**config.mk**
```make
export PLATFORM = sky130hd
export DESIGN_NAME = first_fit_heap_allocator_top
export DESIGN_NICKNAME = d
export VERILOG_FILES = /design/src/rtl/ffha_pkg.sv /design/src/rtl/first_fit_heap_allocator_top.sv
export VERILOG_INCLUDE_DIRS = /design/src /design/src/rtl
export SDC_FILE = /design/constraint.sdc
export NUM_CORES = 2
export LEC_CHECK = 0
export ABC_AREA = 1
export BUFFER_PORTS_ARGS = -buffer_cell sky130_fd_sc_hd__clkbuf_2
export CAP_MARGIN = 40
export CELL_PAD_IN_SITES_DETAIL_PLACEMENT = 1
export CELL_PAD_IN_SITES_GLOBAL_PLACEMENT = 2
export CORE_ASPECT_RATIO = 0.9
export CORE_MARGIN = 1
export CORE_UTILIZATION = 35
export CTS_BUF_LIST = sky130_fd_sc_hd__clkbuf_4
export CTS_CLUSTER_SIZE = 16
export DETAILED_ROUTE_END_ITERATION = 10
export PLACE_DENSITY = 0.65
export SKIP_CTS_REPAIR_TIMING = 1
export SYNTH_ARGS = -nofsm -noshare
export SYNTH_HDL_FRONTEND = slang
export SYNTH_SLANG_ARGS = --single-unit
export TNS_END_PERCENT = 30
```
**constraint.sdc**
```tcl
create_clock -name clk -period 7.75 [get_ports clk]
set_input_delay 1.1625 -clock clk [delete_from_list [all_inputs] [get_ports clk]]
set_output_delay 1.1625 -clock clk [all_outputs]
set_load 0.02 [all_outputs]
```
**src/rtl/first_fit_heap_allocator_top_assert.svh**
```systemverilog
// Assertion macros for the first-fit allocator.
// A_ALWAYS checks a condition at every clock edge outside reset.
// A_NEXT checks that a consequent holds in the cycle after an antecedent.
`ifndef FIRST_FIT_HEAP_ALLOCATOR_TOP_ASSERT_SVH
`define FIRST_FIT_HEAP_ALLOCATOR_TOP_ASSERT_SVH
`define A_ALWAYS(lbl, expr, msg) \
  lbl: assert property (@(posedge clk) disable iff (!rst_n) (expr)) else $error(msg);
`define A_NEXT(lbl, ante, cons, msg) \
  lbl: assert property (@(posedge clk) disable iff (!rst_n) (ante) |=> (cons)) else $error(msg);
`endif

```
**src/rtl/ffha_pkg.sv**
```systemverilog
`timescale 1ns / 1ps
package ffha_pkg;
  localparam int unsigned HEAP_BYTES   = 1048576;
  localparam int unsigned HEADER_BYTES = 24;
  localparam int unsigned MAX_BLOCKS   = 64;
  localparam int unsigned SPLIT_SLACK  = 16;
  localparam int unsigned IDX_W        = $clog2(MAX_BLOCKS);
  localparam int unsigned CNT_W        = IDX_W + 1;
  localparam int unsigned OFF_W        = 20;
  localparam int unsigned REQ_W        = 21;
  localparam int unsigned SIZE_W       = 22;

  localparam logic [1:0] MODE_ALLOC  = 2'd0;
  localparam logic [1:0] MODE_FREE   = 2'd1;
  localparam logic [1:0] MODE_REINIT = 2'd2;
  localparam logic [1:0] MODE_SPARE  = 2'd3;

  localparam logic [1:0] ST_OK      = 2'd0;
  localparam logic [1:0] ST_NOFIT   = 2'd1;
  localparam logic [1:0] ST_ZERO    = 2'd2;
  localparam logic [1:0] ST_UNKNOWN = 2'd3;

  typedef struct packed {
    logic [1:0]       mode;
    logic [REQ_W-1:0] request_bytes;
    logic [OFF_W-1:0] payload_offset;
  } in_t;

  typedef struct packed {
    logic [1:0]       status;
    logic [OFF_W-1:0] granted_offset;
  } out_t;

  typedef struct packed {
    logic             is_free;
    logic [OFF_W-1:0] payload;
    logic [OFF_W-1:0] start;
  } entry_t;
endpackage

```
**src/rtl/first_fit_heap_allocator_top.sv**
```systemverilog
`timescale 1ns / 1ps
// First-fit heap allocator over a 1 MiB heap, block table of MAX_BLOCKS entries.
// Input channel: in_valid / in_stall / in_data (mode, request_bytes, payload_offset).
// Mode 0 allocates, mode 1 frees, mode 2 restores one free block, mode 3 is a no-op.
// Result channel: out_valid / out_stall / out_data (status, granted_offset); one
// result per accepted request.
// Sequencing: the table sits in one memory with a registered read, walked by one
// compare/add unit. A lookup reads and checks each entry visited in turn; a split
// shifts the entries above the hit up one at a time, a free with merge shifts them
// down one at a time. Reinit, zero size and mode 3 skip the table walk. One request
// is in work at a time; in_stall stays high from acceptance until the result is
// loaded into the output register.
// Reset: after rst_n rises the block writes table entry 0 (the whole heap, free)
// in state S_INIT and then accepts requests; in_stall is high in that state.
// Output stall: the result register holds its transfer while out_stall is high;
// a finished request waits in its final state until the register frees up.
module first_fit_heap_allocator_top
  import ffha_pkg::*;
(
  input  logic clk,
  input  logic rst_n,
  input  logic in_valid,
  output logic in_stall,
  input  in_t  in_data,
  output logic out_valid,
  input  logic out_stall,
  output out_t out_data
);

  typedef enum logic [3:0] {
    S_INIT, S_IDLE, S_A_RD, S_A_CHK, S_U_RD, S_U_WR, S_A_W1, S_A_W2,
    S_F_RD, S_F_CHK, S_F_NRD, S_F_NCHK, S_F_MRG, S_D_CHK, S_D_RD, S_D_WR
  } state_t;

  localparam logic [OFF_W-1:0]  HDR       = OFF_W'(HEADER_BYTES);
  localparam logic [SIZE_W:0]   SPLIT_ADD = (SIZE_W+1)'(HEADER_BYTES + SPLIT_SLACK);
  localparam logic [CNT_W-1:0]  CNT_MAX   = CNT_W'(MAX_BLOCKS);
  localparam logic [CNT_W-1:0]  CNT_ONE   = CNT_W'(1);

  state_t            state_r;
  logic [IDX_W-1:0]  idx_r, hit_r;
  logic [CNT_W-1:0]  j_r, cnt_r;
  logic [1:0]        d_r;
  logic              pf_r, nf_r;
  entry_t            cur_r, prev_r, rd_q;
  logic [OFF_W-1:0]  acc_r, off_r;
  logic [SIZE_W-1:0] size_r;
  logic [1:0]        res_status_r;
  logic [OFF_W-1:0]  res_off_r;
  logic              out_valid_r;
  out_t              out_data_r;

  entry_t mem [MAX_BLOCKS];

  logic             we;
  logic [IDX_W-1:0] wa;
  entry_t           wd;

  // Lookup helpers on the freshly read entry.
  logic              is_last, fits, split, match;
  logic [SIZE_W-1:0] size_in;
  logic [IDX_W-1:0]  low_idx;
  logic [CNT_W-1:0]  j_dec;
  logic              drop_more, res_load;

  assign is_last = ({1'b0, idx_r} + CNT_ONE) == cnt_r;
  assign fits    = rd_q.is_free && ({2'b0, rd_q.payload} >= size_r);
  assign split   = ({3'b0, rd_q.payload} >= ({1'b0, size_r} + SPLIT_ADD)) && (cnt_r < CNT_MAX);
  assign match   = ({1'b0, rd_q.start} + {1'b0, HDR}) == {1'b0, off_r};
  assign size_in = (SIZE_W'(in_data.request_bytes) + SIZE_W'(7)) & ~SIZE_W'(7);
  assign low_idx = pf_r ? hit_r - IDX_W'(1) : hit_r;
  assign j_dec   = j_r - CNT_ONE;

  // Load the result once the table is compacted and the output register is free.
  assign drop_more = (j_r + CNT_W'(d_r)) < cnt_r;
  assign res_load  = (state_r == S_D_CHK) && !drop_more && (!out_valid_r || !out_stall);

  assign in_stall  = (state_r != S_IDLE);
  assign out_valid = out_valid_r;
  assign out_data  = out_data_r;

  // Table write port: one write per cycle, picked by the sequencer state.
  always_comb begin
    we = 1'b0;
    wa = '0;
    wd = rd_q;
    case (state_r)
      S_INIT: begin
        we = 1'b1;
        wd = '{is_free: 1'b1, payload: OFF_W'(HEAP_BYTES - HEADER_BYTES), start: '0};
      end
      S_IDLE: begin
        we = in_valid && (in_data.mode == MODE_REINIT);
        wd = '{is_free: 1'b1, payload: OFF_W'(HEAP_BYTES - HEADER_BYTES), start: '0};
      end
      S_A_CHK: begin
        we = fits && !split;
        wa = idx_r;
        wd = '{is_free: 1'b0, payload: rd_q.payload, start: rd_q.start};
      end
      S_U_WR: begin
        we = 1'b1;
        wa = j_r[IDX_W-1:0];
      end
      S_A_W1: begin
        we = 1'b1;
        wa = hit_r + IDX_W'(1);
        wd = '{is_free: 1'b1,
               payload: cur_r.payload - size_r[OFF_W-1:0] - HDR,
               start:   cur_r.start + HDR + size_r[OFF_W-1:0]};
      end
      S_A_W2: begin
        we = 1'b1;
        wa = hit_r;
        wd = '{is_free: 1'b0, payload: size_r[OFF_W-1:0], start: cur_r.start};
      end
      S_F_MRG: begin
        we = 1'b1;
        wa = low_idx;
        wd = '{is_free: 1'b1, payload: acc_r, start: pf_r ? prev_r.start : cur_r.start};
      end
      S_D_WR: begin
        we = 1'b1;
        wa = j_r[IDX_W-1:0];
      end
      default: begin
        we = 1'b0;
      end
    endcase
  end

  always_ff @(posedge clk) begin
    if (we) begin
      mem[wa] <= wd;
    end
    rd_q <= mem[idx_r];
  end

  always_ff @(posedge clk) begin
    if (!rst_n) begin
      state_r     <= S_INIT;
      cnt_r       <= CNT_ONE;
      idx_r       <= '0;
      out_valid_r <= 1'b0;
    end else begin
      if (out_valid_r && !out_stall && !res_load) begin
        out_valid_r <= 1'b0;
      end
      case (state_r)
        S_INIT: begin
          state_r <= S_IDLE;
        end
        S_IDLE: begin
          if (in_valid) begin
            size_r       <= size_in;
            off_r        <= in_data.payload_offset;
            res_off_r    <= '0;
            idx_r        <= '0;
            case (in_data.mode)
              MODE_ALLOC: begin
                if (in_data.request_bytes == '0) begin
                  res_status_r <= ST_ZERO;
                  state_r      <= S_D_CHK;
                  j_r          <= cnt_r;
                  d_r          <= '0;
                end else begin
                  res_status_r <= ST_OK;
                  state_r      <= S_A_RD;
                end
              end
              MODE_FREE: begin
                res_status_r <= ST_OK;
                state_r      <= S_F_RD;
              end
              default: begin
                // reinit and the spare code both finish at once
                if (in_data.mode == MODE_REINIT) begin
                  cnt_r <= CNT_ONE;
                end
                res_status_r <= ST_OK;
                state_r      <= S_D_CHK;
                j_r          <= cnt_r;
                d_r          <= '0;
              end
            endcase
          end
        end
        S_A_RD: begin
          state_r <= S_A_CHK;
        end
        S_A_CHK: begin
          if (fits) begin
            hit_r     <= idx_r;
            cur_r     <= rd_q;
            res_off_r <= rd_q.start + HDR;
            if (split) begin
              if (is_last) begin
                state_r <= S_A_W1;
              end else begin
                j_r     <= cnt_r;
                idx_r   <= IDX_W'(cnt_r - CNT_ONE);
                state_r <= S_U_RD;
              end
            end else begin
              j_r     <= cnt_r;
              d_r     <= '0;
              state_r <= S_D_CHK;
            end
          end else if (is_last) begin
            res_status_r <= ST_NOFIT;
            j_r          <= cnt_r;
            d_r          <= '0;
            state_r      <= S_D_CHK;
          end else begin
            idx_r   <= idx_r + IDX_W'(1);
            state_r <= S_A_RD;
          end
        end
        S_U_RD: begin
          state_r <= S_U_WR;
        end
        S_U_WR: begin
          // shift one entry up, then step down toward the hit
          j_r <= j_dec;
          if (j_dec > ({1'b0, hit_r} + CNT_ONE)) begin
            idx_r   <= IDX_W'(j_dec - CNT_ONE);
            state_r <= S_U_RD;
          end else begin
            state_r <= S_A_W1;
          end
        end
        S_A_W1: begin
          state_r <= S_A_W2;
        end
        S_A_W2: begin
          cnt_r   <= cnt_r + CNT_ONE;
          j_r     <= cnt_r;
          d_r     <= '0;
          state_r <= S_D_CHK;
        end
        S_F_RD: begin
          state_r <= S_F_CHK;
        end
        S_F_CHK: begin
          if (match) begin
            hit_r <= idx_r;
            cur_r <= rd_q;
            pf_r  <= (idx_r != '0) && prev_r.is_free;
            nf_r  <= 1'b0;
            if ((idx_r != '0) && prev_r.is_free) begin
              acc_r <= prev_r.payload + HDR + rd_q.payload;
            end else begin
              acc_r <= rd_q.payload;
            end
            if (is_last) begin
              state_r <= S_F_MRG;
            end else begin
              idx_r   <= idx_r + IDX_W'(1);
              state_r <= S_F_NRD;
            end
          end else begin
            prev_r <= rd_q;
            if (is_last) begin
              res_status_r <= ST_UNKNOWN;
              j_r          <= cnt_r;
              d_r          <= '0;
              state_r      <= S_D_CHK;
            end else begin
              idx_r   <= idx_r + IDX_W'(1);
              state_r <= S_F_RD;
            end
          end
        end
        S_F_NRD: begin
          state_r <= S_F_NCHK;
        end
        S_F_NCHK: begin
          nf_r <= rd_q.is_free;
          if (rd_q.is_free) begin
            acc_r <= acc_r + HDR + rd_q.payload;
          end
          state_r <= S_F_MRG;
        end
        S_F_MRG: begin
          // merged entry written; drop the absorbed neighbors above it
          j_r     <= {1'b0, low_idx} + CNT_ONE;
          d_r     <= {1'b0, pf_r} + {1'b0, nf_r};
          state_r <= S_D_CHK;
        end
        S_D_CHK: begin
          if (drop_more) begin
            idx_r   <= IDX_W'(j_r + CNT_W'(d_r));
            state_r <= S_D_RD;
          end else if (res_load) begin
            cnt_r                     <= cnt_r - CNT_W'(d_r);
            d_r                       <= '0;
            out_valid_r               <= 1'b1;
            out_data_r.status         <= res_status_r;
            out_data_r.granted_offset <= (res_status_r == ST_OK) ? res_off_r : '0;
            state_r                   <= S_IDLE;
          end
        end
        S_D_RD: begin
          state_r <= S_D_WR;
        end
        S_D_WR: begin
          j_r     <= j_r + CNT_ONE;
          state_r <= S_D_CHK;
        end
        default: begin
          state_r <= S_IDLE;
        end
      endcase
    end
  end

`include "first_fit_heap_allocator_top_assert.svh"

  `A_ALWAYS(a_cnt_range, (cnt_r != '0) && (cnt_r <= CNT_MAX), "block count out of range")
  `A_ALWAYS(a_err_zero, !out_valid_r || (out_data_r.status == ST_OK) || (out_data_r.granted_offset == '0), "error result carries an offset")
  `A_NEXT(a_split_grow, state_r == S_A_W2, cnt_r == $past(cnt_r) + CNT_ONE, "split did not grow table")
  `A_NEXT(a_accept_busy, in_valid && !in_stall, state_r != S_IDLE, "accepted request not started")

endmodule
```
==> reports/results.txt <==
Crit path from -> size_r[3]
Slew headroom -> 0.297
Sequential-to-total area share from yosys stat -> 0.728
Most frequent CP cell -> nand2_1
Tcrit/Tclk final -> 0.742
Most used DFF post-synth -> edfxtp_1
Worst path arrival time -> 6.95 ns
Worst setup path category -> reg2reg
Non-Filler Instances -> 14600
Clock Path Buffers -> 4
Post-Synth XOR/XNOR Area -> 0.00646
CP required -> 8.94 ns
Final hold violation count -> 0
Register bit total from synthesis -> 2884
Die width -> 614 um
Routability congestion estimate -> 0.861
GRT Total Usage -> 0.249
Crit-path max FO -> 22
Iteration-0 DRC count of the detailed router -> 8258
Multi-input gate area -> 29100 um2
Grt total ovfl -> 0
Slowest CP cell -> inv_2
First-pass GRT wire length -> 617000 um
Die height -> 553 um
Synth warn -> 0
Simple logic cell fraction of the synthesized area -> 0.0700
Worst r2r src -> size_r[3]
EDFF count, synth -> 2825
Buffers added on ports -> 70
Reg2reg setup slack -> 2.00 ns
Rows -> 202
Async S/R FF share, synth -> 0
Top-count cell post-synth -> edfxtp_1
TritonRoute pass-1 iters -> 6
Net count after synthesis -> 9144
Setup TNS Final -> 0 ns
Clock share of power -> 0.324
Power Dens Cells -> 312 nW/um2
Die Area -> 340000 um2
Post-Route WL -> 435000 um
Pwr Total -> 42.4 mW
DRC Markers -> 0
Drt wl/cell -> 29.9 um
Peak VDD IR -> 0.217 mV
Top cell type's share of synthesized area -> 0.718
R2R depth -> 23
Synth area leader -> edfxtp_1
Layout cells sized above 1 -> 0.176
Clock Root Buffer -> clkbuf_4
F_max -> 0.174 GHz
Pins Over Slew Limit -> 0
Final count of negative-setup-slack endpoints -> 0
Share of power burned in registers -> 0.475
Inst Count DP -> 13200
Routed Antenna Nets -> 0
Max Clock Skew -> 0.144 ns
Initial antenna violation count -> 26
Largest net degree at the start of global routing -> 142
Worst-Margin Slew -> 1.05 ns
CP Capture Point -> mem[63][14]
Worst Hold Class -> in2reg
Max-cap violations -> 0
IO Pins -> 71
Filler instances -> 35300
Adder-Cell Fraction of Synth Area -> 0.0228
Dominant cells by area after synthesis -> edfxtp_1 (72%), a21oi_1 (6.3%), o221ai_1 (4.9%), nand2_1 (3.8%), ha_1 (2.2%)
NetSw -> 13.8 mW
Number of global-route vias before repair -> 83900
Switching share of power -> 0.326
Area delta synth->final -> 15.1%
Crit path time final -> 5.75 ns
Core area -> 336000 um2
Clk_lat worst skew -> 1.62 ns
Worst path max stage delay -> 0.60 ns
Avg Inst Size Synth -> 13.3 um2
Setup crit end kind -> flop
Clock buffer count from CTS -> 764
LEAKAGE -> 47.0 nW
Unique masters post-synth -> 57
Hold_ws -> 0.0477 ns
NumNets Final -> 9743
P_int -> 28.6 mW
RSZ-0062 raised after global routing -> false
Routed vias/inst -> 5.64
Synth top cells by count -> edfxtp_1 (2825), a21oi_1 (1490), nand2_1 (1201)
Mapped cell area -> 118000 um2
Startpoint Class -> flop
Combinational share of power -> 0.201
Compound-Gate Fraction of Synth Area -> 0.142
Multiplexer share of the synthesized area -> 0
Post-DP HPWL -> 267000 um
Main combinational cell family by area after synthesis -> compound AO/OA/AOI/OAI gates
H-tree level count -> 6
Run status -> complete, no violations
CTS tree -> yes
Initial Utilization -> 0.352
CP Cell Sequence -> inv_1 > o21ai_2 > nand3_1 > nor2_2 > nand3_1 > xor2_1 > inv_1 > ha_1 > a21o_1 > nor2_1 > nand3_1 > nand2_1 > nand3_1 > nand2_1 > nand2_1 > nand2_1 > nand2_1 > nand3_2 > nand2_1 > inv_1 > nand2_1 > inv_2 > buf_4
Synth Instances -> 8885
Register Area -> 86000 um2
Detailed-route via count -> 82200
CTS clk-pin slew, worst paths -> 0.06 ns
Clock sinks -> 2884
Reg-to-Reg End -> mem[63][14]
cells by family (layout without fill, tap and decap cells):
logic type,after synthesis,in the layout
adders and majority gates,212,212
AOI/OAI and AO/OA,2769,2769
xor gates and xnor gates,84,84
DFF,2884,2884
buffers and inverters,960,2144
and+or+nand+nor,1976,1976
other,0,20
through the flow:
step | cell area [um2] | worst slack [ns] | utilization
finish | 136000 | 2.00 | 0.405
global route | 136000 | 1.73 | 0.405
CTS | 136000 | 2.00 | 0.404
detailed placement | 126000 | 2.01 | 0.374
global placement | 125000 | 1.88 | 0.371
floorplan | 118000 | 1.95 | -
power by group through the flow:
stage	Combinational [mW]	Sequential [mW]	Clock [mW]
2_1_floorplan	3.69	20.4	0
4_1_cts	8.46	20.1	14.1
5_1_grt	9.04	20.1	14.8
6_report	8.54	20.1	13.7
3_5_place_dp	8.44	20.5	0
3_3_place_gp	8.08	20.5	0
how the worst min path moves through the flow:
stage                     from           end  slack, ns  cells past startpoint
2_1_floorplan         idx_r[3]      hit_r[3]       0.40                      0
3_3_place_gp   res_status_r[0]  out_data[20]       0.43                      0
3_5_place_dp   res_status_r[0]  out_data[20]       0.43                      0
4_1_cts             in_data[4]      off_r[4]      -0.41                      1
5_1_grt            in_data[33]    size_r[13]     0.0007                      2
6_report           in_data[39]    size_r[19]       0.05                      2
state kept, by name, summed over array words and instances (netlist names):
| signal | flops |
|---|---|
| acc_r | 20 |
| cnt_r | 7 |
| cur_r | 40 |
| d_r | 2 |
| hit_r | 6 |
| idx_r | 6 |
| j_r | 7 |
| mem | 2624 |
| nf_r | 1 |
| off_r | 20 |
| out_data | 22 |
| out_valid | 1 |
| pf_r | 1 |
| prev_r | 41 |
| rd_q | 41 |
| res_off_r | 20 |
| res_status_r | 2 |
| size_r | 19 |
| state_r | 4 |
critical path: cells and delay by family, from the launching register on:
family | cells | cell delay, ns
and+or+nand+nor | 14 | 2.46
buffers and inverters | 5 | 1.67
DFF | 1 | 0.42
AOI/OAI and AO/OA | 2 | 0.37
adders and majority gates | 1 | 0.29
xor gates and xnor gates | 1 | 0.15
metal layers:
layer,routed length [um],global-route usage,up-vias
li1,-,-,35700
met1,198000,0.361,42800
met2,196000,0.383,3085
met3,28900,0.0385,580
met4,12900,0.0799,10
met5,62,0,-
cell usage in the layout, fill, tap and decap left out, types with 9 or more instances in the layout:
cell	n
diode_2	20
inv_1	351
a21oi_1	1484
clkbuf_2	70
clkbuf_4	1172
o21ai_0	460
xnor2_1	13
nand3_1	367
o211ai_1	16
nor2_1	238
a22oi_2	14
buf_12	61
o221ai_1	658
a31oi_1	12
xor2_1	69
edfxtp_1	2825
nand2_1	1200
dlygate4sd3_1	25
or2_2	11
clkinv_4	11
nor2_2	21
buf_4	195
inv_2	58
a211oi_1	17
a221oi_1	16
nor3_1	31
clkinv_2	25
nor2_4	26
nand4_1	38
inv_6	9
dfxtp_1	53
ha_1	207
o22ai_1	16
clkinv_1	118
bufinv_16	9
clkinvlp_4	9
buf_16	16
final cells by class:
| class | instances | share of cell area |
|---|---|---|
| inverters | 418 | 0.0118 |
| clock buffers | 1172 | 0.0647 |
| diodes | 20 | 0.000368 |
| clock inverters | 179 | 0.00805 |
| well taps | 4488 | 0.0413 |
| multi-input cells | 5041 | 0.214 |
| flip-flops and latches | 2884 | 0.632 |
| repair buffers | 375 | 0.0278 |
(Power assumes the default switching activity.)
